`config.mk`:
```
export PLATFORM = sky130hd
export DESIGN_NAME = twik_angle
export DESIGN_NICKNAME = d
export VERILOG_FILES = /design/src/rtl/twik_pkg.sv /design/src/rtl/twik_angle.sv
export SDC_FILE = /design/constraint.sdc
export NUM_CORES = 2
export LEC_CHECK = 0
export ABC_AREA = 0
export BUFFER_PORTS_ARGS = -buffer_cell sky130_fd_sc_hd__buf_2
export CAP_MARGIN = 5
export CORE_MARGIN = 5
export CORE_UTILIZATION = 45
export CTS_CLUSTER_SIZE = 12
export DETAILED_ROUTE_END_ITERATION = 10
export HOLD_SLACK_MARGIN = 0.03
export PLACE_DENSITY = 0.59
export SYNTH_ARGS = -nofsm -noshare
export SYNTH_HDL_FRONTEND = slang
export SYNTH_SLANG_ARGS = --single-unit
```
`constraint.sdc`:
```
create_clock -name clk -period 10 [get_ports clk]
set_clock_uncertainty 0.15 [all_clocks]
set_input_delay 0.5 -clock clk [delete_from_list [all_inputs] [get_ports clk]]
set_output_delay 0.5 -clock clk [all_outputs]
set_load 0.01 [all_outputs]
```
`src/rtl/twik_pkg.sv`:
```
`timescale 1ns / 1ps
// Shared types, constants and helper functions for the tendon wire length IK block.
// No dependencies; every other file refers to this package by scoped names.
package twik_pkg;

	localparam int unsigned MAX_JOINT_PAIRS = 16;

	localparam int unsigned ANG_W   = 17;
	localparam int unsigned LEN_W   = 24;
	localparam int unsigned COS_W   = 32;
	localparam int unsigned TH_W    = 33;
	localparam int unsigned ARG_W   = 34;
	localparam int unsigned ADDR_W  = 5;
	localparam int unsigned DATA_W  = 32;

	// joint pair count and its table index
	localparam int unsigned NW      = $clog2(MAX_JOINT_PAIRS + 1);
	localparam int unsigned JP_IW   = (MAX_JOINT_PAIRS > 1) ? $clog2(MAX_JOINT_PAIRS) : 1;
	localparam int unsigned SCALE_W = 21 + NW;

	// reciprocal of n for the half-angle division, exact for 32-bit dividends
	localparam int unsigned RECIP_SH = 32 + JP_IW;
	localparam int unsigned RECIP_W  = RECIP_SH + 1;
	localparam int unsigned RECIP_HW = RECIP_W - 32;

	typedef logic [RECIP_W-1:0] recip_arr_t [MAX_JOINT_PAIRS];

	function automatic recip_arr_t recip_table();
		recip_arr_t r;
		for (int i = 0; i < int'(MAX_JOINT_PAIRS); i++) begin
			r[i] = RECIP_W'(((72'd1 << RECIP_SH) + 72'(i)) / 72'(i + 1));
		end
		return r;
	endfunction

	localparam recip_arr_t RECIP = recip_table();

	// fixed-point constants, Q30 radians
	localparam logic [30:0] DEG8_TO_RAD36 = 31'd1199381129;
	localparam logic [32:0] PI_Q30        = 33'd3373259426;
	localparam logic [32:0] HALF_PI_Q30   = 33'd1686629713;
	localparam logic [32:0] TWO_PI_Q30    = 33'd6746518852;
	localparam logic signed [31:0] ONE_Q30 = 32'sd1073741824;

	// Horner steps of the cosine series
	localparam int unsigned HSTEPS = 6;
	typedef logic [7:0]  hdiv_arr_t [HSTEPS];
	typedef int unsigned hk_arr_t   [HSTEPS];
	typedef logic [31:0] hm_arr_t   [HSTEPS];

	localparam hdiv_arr_t HDIV = '{8'd132, 8'd90, 8'd56, 8'd30, 8'd12, 8'd2};

	function automatic hk_arr_t hk_table();
		hk_arr_t r;
		for (int i = 0; i < int'(HSTEPS); i++) begin
			r[i] = 31 + $clog2(HDIV[i]);
		end
		return r;
	endfunction

	localparam hk_arr_t HK = hk_table();

	function automatic hm_arr_t hm_table();
		hm_arr_t r;
		for (int i = 0; i < int'(HSTEPS); i++) begin
			r[i] = 32'((64'd1 << HK[i]) / 64'(HDIV[i]));
		end
		return r;
	endfunction

	localparam hm_arr_t HM = hm_table();

	// pipeline timing
	localparam int unsigned ANGLE_LAT  = 4;
	localparam int unsigned COS_LAT    = 3 + 3 * HSTEPS;
	localparam int unsigned WIRE_LAT   = 3;
	localparam int unsigned PIPE_DEPTH = ANGLE_LAT + COS_LAT + WIRE_LAT;
	localparam int unsigned GRIP_LAT   = 3;
	localparam int unsigned GRIP_DLY   = PIPE_DEPTH - GRIP_LAT;

	// register map
	typedef enum logic [2:0] {
		REG_BEND_LIMIT  = 3'd0,
		REG_JOINT_PAIRS = 3'd1,
		REG_SEGMENT_ARC = 3'd2,
		REG_WIRE_ANGLE  = 3'd3,
		REG_FORCEPS_MAX = 3'd4,
		REG_GRIP_GAIN   = 3'd5
	} reg_idx_t;

	localparam logic [15:0] RST_BEND_LIMIT  = 16'd23040;
	localparam logic [4:0]  RST_JOINT_PAIRS = 5'd1;
	localparam logic [19:0] RST_SEGMENT_ARC = 20'd65536;
	localparam logic [16:0] RST_WIRE_ANGLE  = 17'd0;
	localparam logic [15:0] RST_FORCEPS_MAX = 16'd7680;
	localparam logic [15:0] RST_GRIP_GAIN   = 16'd0;

	localparam logic [63:0] OUT_MAX     = 64'd8388607;
	localparam logic [63:0] OUT_MIN_MAG = 64'd8388608;

	// shift right with round half away from zero, then saturate to 24 bits
	function automatic logic signed [LEN_W-1:0] rnd_sat(input logic signed [63:0] v,
		input int unsigned sh);
		logic        neg;
		logic [63:0] m;
		neg = v[63];
		m = neg ? 64'(-v) : 64'(v);
		m = (m + (64'd1 << (sh - 1))) >> sh;
		if (neg) begin
			if (m > OUT_MIN_MAG) m = OUT_MIN_MAG;
			m = 64'd0 - m;
		end else begin
			if (m > OUT_MAX) m = OUT_MAX;
		end
		return LEN_W'(m);
	endfunction

endpackage

```
`src/rtl/twik_angle.sv`:
```
`timescale 1ns / 1ps
// Clamp one bend angle and convert it to the per-joint half angle, Q30 radians.
// Four stages; depends on twik_pkg.
module twik_angle (
	input  logic                                clk,
	input  logic                                en,
	input  logic signed [twik_pkg::ANG_W-1:0]   angle,
	input  logic [15:0]                         bend_limit,
	input  logic [twik_pkg::JP_IW-1:0]          n_idx,
	output logic signed [twik_pkg::TH_W-1:0]    th
);
	logic [16:0]                          amag;
	logic [15:0]                          mag_s1;
	logic                                 neg_s1;
	logic [46:0]                          prod_s2;
	logic                                 neg_s2;
	logic [63:0]                          pl_s3;
	logic [31+twik_pkg::RECIP_HW:0]       ph_s3;
	logic                                 neg_s3;
	logic signed [twik_pkg::TH_W-1:0]     th_s4;
	logic [31:0]                          x;
	logic [twik_pkg::RECIP_W-1:0]         recip;
	logic [63+twik_pkg::RECIP_HW:0]       full;
	logic [31:0]                          q;

	assign amag  = angle[16] ? 17'(-angle) : 17'(angle);
	assign x     = prod_s2[46:15];
	assign recip = twik_pkg::RECIP[n_idx];
	assign full  = {ph_s3, 32'd0} + (64 + twik_pkg::RECIP_HW)'(pl_s3);
	assign q     = full[twik_pkg::RECIP_SH +: 32];

	always_ff @(posedge clk) begin
		if (en) begin
			mag_s1  <= (amag > {1'b0, bend_limit}) ? bend_limit : amag[15:0];
			neg_s1  <= angle[16];
			prod_s2 <= 47'(mag_s1) * 47'(twik_pkg::DEG8_TO_RAD36);
			neg_s2  <= neg_s1;
			pl_s3   <= 64'(x) * 64'(recip[31:0]);
			ph_s3   <= (32 + twik_pkg::RECIP_HW)'(x) *
				(32 + twik_pkg::RECIP_HW)'(recip[twik_pkg::RECIP_W-1:32]);
			neg_s3  <= neg_s2;
			th_s4   <= neg_s3 ? -signed'({1'b0, q}) : signed'({1'b0, q});
		end
	end

	assign th = th_s4;
endmodule

```
Yosys cells after proc, flatten, opt, wreduce, memory -nomap -nowiden
Memories as Yosys holds them, arrays and structs flattened. Cells that the tools add are included.

Input port bits: 39. Bits in read-only memories: 592. Logic and storage cells: 24. Bits in registers: 199. Memories kept: 1.

Bitwise operators: 1. Multiply operators: 3. Muxes and demuxes: 5. $lt $le $gt $ge: 2. Add/subtract/negate cells: 3.

Memory list: (name not given) (depth 16, bits a word 37, rd ports 1, clocked after memory_dff 0, wr ports 0, RTL line twik_angle.sv:28) `assign recip = twik_pkg::RECIP[n_idx];`.

Operator list (count): $mux W37 (2); $add A68 B64 Y68 (1); $mul A32 B32 Y64 (1); $mul A16 B31 Y47 const B (1); $mul A32 B5 Y36 (1); $neg A32 Y33 (1); $mux W32 (1); $gt A17 B16 Y1 (1); $mux W17 (1); $neg A17 Y17 (1); $mux W16 (1); $ge A5 B5 Y1 const B (1); $not A4 Y5 (1).

Longest topological paths before layout
Word-level depth: 5. Depth in mapped cells: 39. Depth with buffers taken out: 37.

Worst setup path after synthesis
No wires, ideal clock.

Kind: input port to flip-flop. Start point: input port n_idx[0] (netlist name). End point: register pl_s3[59] (data pin). Library setup time: 0.262 ns. Path slack: 0.830 ns. Data arrival time: 8.758 ns. Data required time: 9.588 ns. Cell stages on the path: 34. Cells stage by stage: inv_1 > ha_1 > nor2b_1 > or3_1 > clkbuf_1 > buf_1 > and2_1 > nand2_1 > fa_1 > inv_1 > fa_1 > inv_1 > fa_1 > fa_1 > inv_1 > fa_1 > fa_1 > fa_1 > inv_1 > fa_1 > inv_1 > ha_1 > nand4_1 > or2_2 > a211oi_1 > o211ai_1 > a311oi_1 > o21ai_1 > a21oi_1 > or2_2 > clkbuf_1 > a21oi_1 > o31ai_1 > xnor2_1.

Word-level cells in the longest chain between the ends: 5.

Ends and longest elaborated chain: from (decl) (RTL line twik_angle.sv:9) `input logic [twik_pkg::JP_IW-1:0] n_idx,`; $not A4 Y5 (not written as such) (RTL line twik_angle.sv:28); $mem_v2 Z16 W37; $mux W37 (not written as such) (2 in series) (RTL line twik_angle.sv:28); $mul A32 B32 Y64 (RTL line twik_angle.sv:38) `pl_s3 <= 64'(x) * 64'(recip[31:0]);`; to (signal assigned) (RTL line twik_angle.sv:38); to (decl) (RTL line twik_angle.sv:17) `logic [63:0] pl_s3;`.

Every way passes these cells. The select of a mux whose other input is x is not followed. A chain may end at the register's enable or synchronous reset.

Worst setup path in the final report
Start point: input port n_idx[1] (netlist name). End point: register pl_s3[62] (data pin).

Same word-level chain as after synthesis.

==> flow_summary.rst <==
.. list-table::
   :header-rows: 1

   * - Metric
     - Value
   * - Setup slack after layout
     - 0.324 ns
   * - Initial core utilization
     - between 40% and 50%
   * - Number of enable flip-flop cells after synthesis
     - between 150 and 200
   * - Horizontal die dimension
     - between 300 and 400 um
   * - Via density per instance
     - roughly 5.2
   * - Wire length of the first global-routing pass
     - roughly 240 mm
   * - Max-cap violations
     - 0
   * - Dpl cell area
     - approximately 0.054 mm^2
   * - TritonCTS sink count
     - roughly 150
   * - Number of DRC violations after detailed routing
     - 0
   * - Dominant combinational cell family by area after synthesis
     - adder cells
   * - Detailed-route wire length
     - 156 mm
   * - Synthesized Nets
     - 6956
   * - Synth Area in Adders
     - between 50% and 60%
   * - Post-synthesis mux area share
     - less than 1%
   * - Register bit count reported by yosys
     - 152
   * - Global-route usage over all layers
     - between 20% and 30%
   * - Critical Path AT
     - ~10 ns
   * - Clock tree from TritonCTS
     - yes
   * - Bufs on Longest Clock Path
     - 2
   * - Number of standard cells after synthesis
     - 5247
   * - Clk Tree Root Cell
     - sky130_fd_sc_hd__clkbuf_16
   * - Clock-pin transition on the worst setup and hold timing paths
     - ~0.08 ns
   * - Synthesized cell area
     - 0.0503 mm^2
   * - Area inside the core boundary
     - around 0.11 mm^2
   * - Clk Latency, worst-skew pair
     - roughly 0.50 ns
   * - Placement Setup Slack
     - -0.498 ns
   * - Number of DRC violations after detailed-routing iteration 0
     - around 2700
   * - Simple-gate share of the synthesized area
     - 11.9%
   * - Worst-case hold slack
     - about 0.18 ns
   * - Crit path required time
     - roughly 10 ns
   * - Area occupied by multi-input gates
     - 0.0400 mm^2
   * - Max frequency
     - about 100 MHz
   * - Final Setup Violations
     - 0
   * - Total instance count after detailed placement
     - ~7000
   * - Finished layout cell area
     - around 0.055 mm^2
   * - Per-cell routed wire length
     - around 22 um
   * - Filler Cell Count
     - 10500
   * - Vias
     - 36300
   * - Most frequent cell after synthesis
     - sky130_fd_sc_hd__inv_1
   * - Vertical die dimension
     - 344 um
   * - Cells taking the most area after synthesis
     - sky130_fd_sc_hd__fa_1 45%, sky130_fd_sc_hd__ha_1 13%, sky130_fd_sc_hd__inv_1 10%
   * - Class of the tightest hold or removal check
     - input port to flop
   * - Cell Rows
     - around 120
   * - Post-route clock period utilization
     - a little over nine tenths
   * - Most numerous cell types in the synthesized netlist
     - 1384 x sky130_fd_sc_hd__inv_1, 1137 x sky130_fd_sc_hd__fa_1, 542 x sky130_fd_sc_hd__nand2_1, 533 x sky130_fd_sc_hd__ha_1, 306 x sky130_fd_sc_hd__and2_1
   * - Pin count of the biggest net entering global routing
     - 65
   * - Register area
     - roughly 0.0046 mm^2
   * - Share of final-layout standard cells stronger than drive strength 1
     - under 10%
   * - Worst setup SP type
     - input port
   * - Post-synthesis xor/xnor area fraction
     - about 3%
   * - Length of the first detailed-routing pass in iterations
     - 5
   * - Result of the run
     - finished clean
   * - Type of the worst setup path
     - input port to flop
   * - Final cell count without fillers
     - 6933
   * - Vias in the first global route
     - roughly 40000
   * - Total count of hold-check failures in the final report
     - 0
   * - Slowest stage cell on the critical path
     - sky130_fd_sc_hd__fa_1
   * - Total number of H-tree levels
     - 4
   * - Worst rel slew slack
     - around 29%
   * - Cell mode on critical path
     - sky130_fd_sc_hd__fa_1
   * - Initial antenna violation count
     - 8
   * - Async S/R FF share, synth
     - 0%
   * - Final count of pins violating max slew
     - 0
   * - Port Buffers
     - between 70 and 80
   * - Synth warn
     - 0
   * - Ys flop type
     - sky130_fd_sc_hd__edfxtp_1
   * - Share of the synthesized area in the top cell type
     - a little under half
   * - Total I/O pin count
     - 72
   * - Sequential-to-total area share from yosys stat
     - between 9 and 10%
   * - Growth of design area from synthesis to finish
     - 8.72%
   * - Num CTS Buffers
     - 17
   * - Crit path largest cell delay
     - 0.58 ns
   * - Number of distinct library cells after synthesis
     - just under 80
   * - Count of nets after finishing
     - approximately 7000
   * - Unrepaired setup endpoints after global routing
     - no
   * - Total half-perimeter wirelength after legalization and detailed placement
     - 136 mm
   * - Fraction of the mapped netlist area in compound gates
     - under 10%
   * - Biggest fanout along the worst timing path
     - 20
   * - Setup crit end kind
     - flop
   * - Mean post-synth cell area
     - 9.59 um^2
   * - Synth area leader
     - sky130_fd_sc_hd__fa_1
   * - Post-DRT Antenna Nets
     - 0
   * - Total of hold buffers inserted after clock tree synthesis
     - 0
   * - Die ar.
     - ~0.12 mm^2
   * - Tightest Pin Transition
     - ~1.1 ns
   * - RePlAce Congestion
     - around 0.98
   * - Global route overflow
     - 0
   * - Minimum period implied by the final worst setup slack
     - ~9.7 ns
[critical path, delay by kind of cell]
family	cells	cell delay (ns)
adders and majority gates	10	4.56
and+or+nand+nor	6	1.64
buffers and inverters	7	0.84
AOI/OAI and AO/OA	10	2.25
[routing by layer]
metal  global-route usage (%)  up-vias  wire (um)
met1                     35.2    18500      61900
li1                         -    16100          -
met4                     9.84        2       6970
met3                     5.30      329      12400
met5                        0        -         20
met2                     46.1     1277      74600
[layout make-up]
type | count | area share, %
antenna | 2 | 0.00914
timing repair buffer | 334 | 4.63
sequential | 152 | 8.34
multi-input combinational | 3540 | 73.1
tap | 1488 | 3.40
clock buffer | 18 | 0.784
clock inverter | 14 | 0.251
inverter | 1385 | 9.50
[cell usage in the layout, fill, tap and decap left out, types with 55 or more instances in the layout]
| master | count |
|---|---|
| sky130_fd_sc_hd__edfxtp_1 | 152 |
| sky130_fd_sc_hd__fa_1 | 1137 |
| sky130_fd_sc_hd__inv_1 | 1384 |
| sky130_fd_sc_hd__ha_1 | 533 |
| sky130_fd_sc_hd__nand2_1 | 542 |
| sky130_fd_sc_hd__o21ai_0 | 81 |
| sky130_fd_sc_hd__and2_1 | 306 |
| sky130_fd_sc_hd__a21oi_1 | 135 |
| sky130_fd_sc_hd__buf_4 | 247 |
| sky130_fd_sc_hd__buf_2 | 70 |
| sky130_fd_sc_hd__a21o_1 | 55 |
| sky130_fd_sc_hd__xnor2_1 | 124 |
| sky130_fd_sc_hd__nor2_1 | 176 |
[timing repair]
| action | CTS | global route |
|---|---|---|
| resized for setup | 1 | 4 |
| pin swaps | 0 | 1 |
| buffers inserted | 0 | 5 |
| setup endpoints to repair | 1 | 4 |
[worst paths after layout]
check                     start        end  slack (ns)  cells after the start
hold reg to reg          neg_s2     neg_s3        0.27                      0
hold / removal    bend_limit[8]  mag_s1[8]        0.18                      2
setup reg to reg    prod_s2[23]  pl_s3[62]        0.35                     28
setup / recovery       n_idx[1]  pl_s3[62]        0.32                     33
[per-stage QoR]
step / TNS (ns) / util, %
after floorplan: 0 / -
after global placement: -2.10 / 48.8
after detailed placement: -3.21 / 48.8
after CTS: 0 / 49.3
after global routing: 0 / 49.3
final: 0 / 49.3
[logic make-up (layout without fill, tap and decap cells)]
family          Yosys count  in the layout
buf+inv                1555           1751
compound gates          431            431
flops                   152            152
other cells               0              2
fa+ha+maj              1670           1670
simple gates           1248           1248
xor+xnor                169            169
mux                      22             22
[flip-flops by register name, summed over array words and instances, names as in the netlist]
name,cells
mag_s1,16
neg_s1,1
neg_s2,1
neg_s3,1
ph_s3,36
pl_s3,32
prod_s2,32
th,33
Power is not shown: default switching activity piles up to over one toggle a cycle in this logic, so the estimate is an artifact.
